===== config.mk =====
export PLATFORM = sky130hd
export DESIGN_NAME = qmn_isqrt
export DESIGN_NICKNAME = d
export VERILOG_FILES = /design/src/hw/rtl/qmn_pkg.sv /design/src/hw/rtl/qmn_isqrt.sv
export SDC_FILE = /design/constraint.sdc
export NUM_CORES = 2
export LEC_CHECK = 0
export BUFFER_PORTS_ARGS = -buffer_cell sky130_fd_sc_hd__clkbuf_2
export CAP_MARGIN = 5
export CORE_UTILIZATION = 55
export CTS_BUF_LIST = sky130_fd_sc_hd__clkbuf_16
export DETAILED_ROUTE_END_ITERATION = 12
export PLACE_DENSITY = 0.82
export SLEW_MARGIN = 20
export SYNTH_ARGS = -nofsm -noshare
export SYNTH_HDL_FRONTEND = slang
export SYNTH_MEMORY_MAX_BITS = 65536
export SYNTH_SLANG_ARGS = --single-unit

===== constraint.sdc =====
create_clock -name clock -period 4.88 [get_ports clock]
set_input_delay 0.244 -clock clock [delete_from_list [all_inputs] [get_ports clock]]
set_output_delay 0.244 -clock clock [all_outputs]
set_load 0.005 [all_outputs]

===== src/hw/rtl/qmn_pkg.sv =====
package qmn_pkg;

   localparam int unsigned COMPONENT_WIDTH_DEF = 32;
   localparam int unsigned FRACTION_BITS_DEF   = 30;

   // Pipeline control handed to the square root and division sections.
   typedef struct packed {
      logic advance;
      logic valid;
   } pipe_ctl_type;

endpackage


===== src/hw/rtl/qmn_isqrt.sv =====
module qmn_isqrt import qmn_pkg::*; #(
   parameter int unsigned ROOT_W = COMPONENT_WIDTH_DEF + 1,
   parameter int unsigned SIDE_W = 8
) (
   input  logic                  clock,
   input  logic                  reset,
   input  pipe_ctl_type          ctl,
   input  logic [2*ROOT_W-1:0]   n_in,
   input  logic [SIDE_W-1:0]     side_in,
   output logic                  vld_out,
   output logic [ROOT_W-1:0]     root_out,
   output logic [SIDE_W-1:0]     side_out
);

   localparam int unsigned NW = 2 * ROOT_W;
   localparam int unsigned RB = ROOT_W + 2;

   logic [RB-1:0]     rem_ff  [ROOT_W];
   logic [ROOT_W-1:0] root_ff [ROOT_W];
   logic [NW-1:0]     n_ff    [ROOT_W];
   logic [SIDE_W-1:0] side_ff [ROOT_W];
   logic [ROOT_W-1:0] vld_ff;

   logic [RB-1:0]     rem_s   [ROOT_W];
   logic [ROOT_W-1:0] root_s  [ROOT_W];
   logic [NW-1:0]     n_s     [ROOT_W];
   logic [SIDE_W-1:0] side_s  [ROOT_W];
   logic [ROOT_W-1:0] vld_s;

   logic [RB-1:0]     rem_in  [ROOT_W];
   logic [ROOT_W-1:0] root_in [ROOT_W];

   // One root bit per stage: bring down two radicand bits, try (root*4 + 1).
   always_comb begin
      logic [RB-1:0] cur;
      logic [RB:0]   diff;
      rem_s[0]  = '0;
      root_s[0] = '0;
      n_s[0]    = n_in;
      side_s[0] = side_in;
      vld_s[0]  = ctl.valid;
      for (int k = 1; k < ROOT_W; k++) begin
         rem_s[k]  = rem_ff[k-1];
         root_s[k] = root_ff[k-1];
         n_s[k]    = n_ff[k-1];
         side_s[k] = side_ff[k-1];
         vld_s[k]  = vld_ff[k-1];
      end
      for (int k = 0; k < ROOT_W; k++) begin
         cur  = {rem_s[k][RB-3:0], n_s[k][NW-1 -: 2]};
         diff = {1'b0, cur} - {1'b0, root_s[k], 2'b01};
         rem_in[k]  = diff[RB] ? cur : diff[RB-1:0];
         root_in[k] = {root_s[k][ROOT_W-2:0], ~diff[RB]};
      end
   end

   always_ff @(posedge clock) begin
      if (reset) begin
         vld_ff <= '0;
      end else if (ctl.advance) begin
         vld_ff <= vld_s;
      end
      if (ctl.advance) begin
         for (int k = 0; k < ROOT_W; k++) begin
            rem_ff[k]  <= rem_in[k];
            root_ff[k] <= root_in[k];
            n_ff[k]    <= {n_s[k][NW-3:0], 2'b00};
            side_ff[k] <= side_s[k];
         end
      end
   end

   assign vld_out  = vld_ff[ROOT_W-1];
   assign root_out = root_ff[ROOT_W-1];
   assign side_out = side_ff[ROOT_W-1];

endmodule


# Yosys cells after proc, flatten, opt, wreduce, memory -nomap -nowiden
# Memories as Yosys holds them, arrays and structs flattened.
# Cells that the tools add are included.
# totals
out_inout_bits	42
wordCells	106
n_memories	4
reg_bits	33
latch_bits	0
ramBits	4620
mem_bits_ro	0
# memory_table
memory	words	word_bits	read_ports	rd_ports_with_merged_regs	write_ports	line	source
n_ff	33	64	32	0	33	qmn_isqrt.sv:20	logic [NW-1:0] n_ff [ROOT_W];
rem_ff	33	35	32	0	33	qmn_isqrt.sv:18	logic [RB-1:0] rem_ff [ROOT_W];
root_ff	33	33	33	0	33	qmn_isqrt.sv:19	logic [ROOT_W-1:0] root_ff [ROOT_W];
side_ff	33	8	33	0	33	qmn_isqrt.sv:21	logic [SIDE_W-1:0] side_ff [ROOT_W];
# classes
mux	35
eq_ne	0
reduce_logical	0
n_shift	0
div	0
mul	0
n_addsub	33
n_lt_le_gt_ge	0
bitwise	33
# ops
cell	n
$mux 35	33
$sub 35x35->36	32
$not 1->1	33
$sub 2x1->3 const B	1
$mux 1	2

# Depth between registers and ports, before layout
# An unclocked memory read counts as a cell.
# depth
ltp_word	3
ltp_mapped	15

# Least setup slack after synthesis
# No wires, ideal clock.
# synth_timing
kind	register -> register
start	mem rem_ff[0][994] (netlist name)
end	mem rem_ff[0][1039] (netlist name) (data pin)
path_slack_ns	1.109
path_stages_with_launch	13
period_less_slack_ns	3.771
n_path_buf	1
t_arrival_ns	3.511
path_cell_list	edfxtp_1 -> ha_1 -> a21o_1 -> a21o_1 -> a2111oi_0 -> a21o_1 -> a211o_1 -> a21oi_1 -> or2_1 -> a21o_1 -> a2111oi_2 -> buf_2 -> mux2_2
# synth_rtl
element	line
from (decl)	qmn_isqrt.sv:18

==> impl_metrics.csv <==
group,metric,value,unit
outcome,status,"finished clean",
hold_path,hold_class,"in -> reg",
floorplanning,die_area,237800,um^2
global_routing,grtUsageTotal,0.2097,
cells_and_area,instances_no_fill,13470,
yosys,synthArstFlopShare,0,
placement,gp_congestion,0.9191,
critical_path,cp.arrival,4850,ps
floorplanning,die_height,487.6,um
floorplanning,start_util,0.5557,
cts,clock_sinks,2912,
placement,dpl-instance-area,134300,um^2
route,drcViolationCount,0,
critical_path,path_cells,"or4_1 -> or3_1 -> or3_1 -> or4_1 -> nor4_2 -> nand2_1 -> o31ai_4 -> a211o_1 -> nor3b_1 -> xor2_1",
cells_and_area,drive_gt1_frac,0.07295,
critical_path,cp-start-kind,"flip-flop",
route,dr.pass1.iters,9,
timing,worst_slew_pin_slew,1084,ps
global_routing,grt_pass1_wl,402.0,mm
cells_and_area,fillers,16610,
cts,root_buffer,"clkbuf_16",
global_routing,overflow,0,
route,drt-total-wl,250.8,mm
cells_and_area,final_area,145600,um^2
cts,cts_tree,"yes",
yosys,ys_types,91,
cts,clkLatencyLatePin,970,ps
timing,slew_headroom,0.2774,
floorplanning,die_width,487.6,um
cells_and_area,area_delta_synth_final,12.22,%
cts,clk_pin_slew,60,ps
cells_and_area,fin_nets,10750,
cells_and_area,final_cell_mix,"2879 x edfxtp_1, 819 x inv_1, 644 x nor2_1",
timing,skew,83.32,ps
cells_and_area,final_common_cell,"edfxtp_1",
timing,fmax,237.3,MHz
yosys,synth_edf_count,2879,
timing,tns,0,ps
yosys,syn-cell-area,129700,um^2
cts,cts_resized,0,
cells_and_area,n_antenna_cell,0,
placement,post-place-cells,12780,
timing,finalMaxSlewViolations,0,
critical_path,required,5510,ps
placement,dpl_worst_slack,700.4,ps
critical_path,critPathCaptureType,"flip-flop",
global_routing,antenna_found_initial,0,
cells_and_area,fin_util,0.6236,
timing,fin_crit_sh,0.8637,
global_routing,grt_pass1_vias,77430,
placement,port_buffers,119,
floorplanning,core,233400,um^2
timing,final.min_clock_period,4215,ps
critical_path,slowest_delay,560,ps
power,powerDensity,479.4,nW/um^2
cts,cts_buffer_depth,4,
critical_path,cp_max_fo,10,
critical_path,crit_type,"reg -> reg",
yosys,seq_area_frac_synth,0.6716,
cts,cts_max_level,5,
route,num_vias,76810,
global_routing,grt_max_degree,149,
route,wire_per_inst,18.63,um
floorplanning,ios,120,
cts,numCtsBuffers,313,
yosys,ys_warn_count,0,
power,leakage,55.93,nW
floorplanning,rows,177,
yosys,synth.ff_latch_count,2912,
timing,hold_viol,0,
route,drtAntennaViolNets,0,
route,drt-initial-drc-count,6308,
route,viasPerCell,5.703,
yosys,synth_cells,9669,
flow_run,maxCapViolations,0,
yosys,syn_avg_cell_area,13.41,um^2
critical_path,crit_slowest_cell,"or4_1",
power,irDropWorstVdd,0.0003984,V
timing,worst_slack,665.1,ps
timing,rsz0062_at_grt,"no",
timing,setup_violations,0,
yosys,synth_flop_cell,"edfxtp_1",
placement,dp_hpwl,165.0,mm
==> path summary, 6_finish.rpt <==
kind	from	to	slack, ps	cells past startpoint
max	rem_ff[0][300]$_DFFE_PP_	rem_ff[0][333]$_DFFE_PP_	670	10
min reg2reg	n_ff[0][445]$_DFFE_PP_	n_ff[0][511]$_DFFE_PP_	370	0
max reg2reg	rem_ff[0][300]$_DFFE_PP_	rem_ff[0][333]$_DFFE_PP_	670	10
min	n_in[26]	n_ff[0][26]$_DFFE_PP_	70	2
==> synth_stat cells, drive strengths merged, types with 18 or more instances <==
library cell,instances,share of area
o31ai,66,0.0039
nand2,627,0.018
xnor2,361,0.024
ha,559,0.054
nand4,70,0.0034
inv,768,0.022
o21a,126,0.0073
clkbuf,167,0.0048
o21ai,513,0.020
nand2b,118,0.0057
nand3,131,0.0051
nor2,646,0.019
mux2i,51,0.0039
mux2,84,0.0073
nor3b,18,0.0010
nor3,211,0.0082
a21o,244,0.014
buf,66,0.0032
and3,52,0.0025
nor2b,85,0.0041
o211ai,27,0.0016
dfxtp,33,0.0051
or2,31,0.0015
a211oi,55,0.0032
or3,99,0.0048
a31oi,59,0.0028
xor2,423,0.029
edfxtp,2879,0.67
a2111oi,18,0.0013
nor4,101,0.0049
o21bai,47,0.0027
nand3b,21,0.0012
or4,57,0.0033
and2,31,0.0015
a21oi,568,0.022
==> metal layers <==
| metal | vias to the layer above | routed length [um] | track usage |
|---|---|---|---|
| li1 | 36640 | - | - |
| met1 | 37140 | 100900 | 0.2546 |
| met2 | 2339 | 128500 | 0.3742 |
| met3 | 692 | 11410 | 0.02885 |
| met4 | 0 | 10050 | 0.08617 |
| met5 | - | 0 | 0 |
==> power breakdown <==
group	switching (mW)	internal, mW
Sequential	1.87	31.4
Clock	9.49	13.2
Combinational	7.95	5.83
Total	19.3	50.5
==> layout make-up <==
class / instances / area (um^2) / area share
clock inverters: 223 / 1869 / 0.01284
repair buffers: 360 / 3123 / 0.02146
well taps: 3132 / 3919 / 0.02692
multi-input cells: 5756 / 38740 / 0.2661
clock buffers: 316 / 7908 / 0.05433
flip-flops and latches: 2912 / 87110 / 0.5985
inverters: 769 / 2887 / 0.01983
==> per-stage QoR <==
step	hold WS, ps	power, mW
after floorplan	342.9	43.02
after global placement	400.1	46.59
after detailed placement	404.5	47.14
after CTS	2.902	70.11
after global routing	20.51	73.01
final	66.06	69.78
==> worst max-delay path: cells and delay by family, from the launching register on <==
| family | cells | cell delay (ps) |
|---|---|---|
| AND/OR/NAND/NOR | 7 | 2600 |
| XOR/XNOR | 1 | 160 |
| flip-flops | 1 | 420 |
| AO/OA/AOI/OAI | 2 | 770 |
==> timing repair <==
action | 4_1_cts | 5_1_grt
endpoints found under the hold margin | 156 | 0
setup buffers | 0 | 0
hold buffers | 146 | 0
==> cell families (layout without fill, tap and decap cells) <==
| family | after synthesis | count (layout) | share of synthesized area |
|---|---|---|---|
| flops | 2912 | 2912 | 0.6716 |
| mux | 135 | 135 | 0.01123 |
| other cells | 1 | 2 | 0.00002891 |
| compound gates | 1921 | 1921 | 0.09207 |
| simple gates | 2355 | 2355 | 0.08790 |
| xor+xnor | 784 | 784 | 0.05294 |
| fa+ha+maj | 559 | 559 | 0.05392 |
| buf+inv | 1002 | 1668 | 0.03030 |
==> state kept, by name (all words and copies together) (netlist names) <==
name,count
vld_ff,33
side_ff,264
root_ff,561
rem_ff,998
n_ff,1056
(Power assumes the default switching activity.)
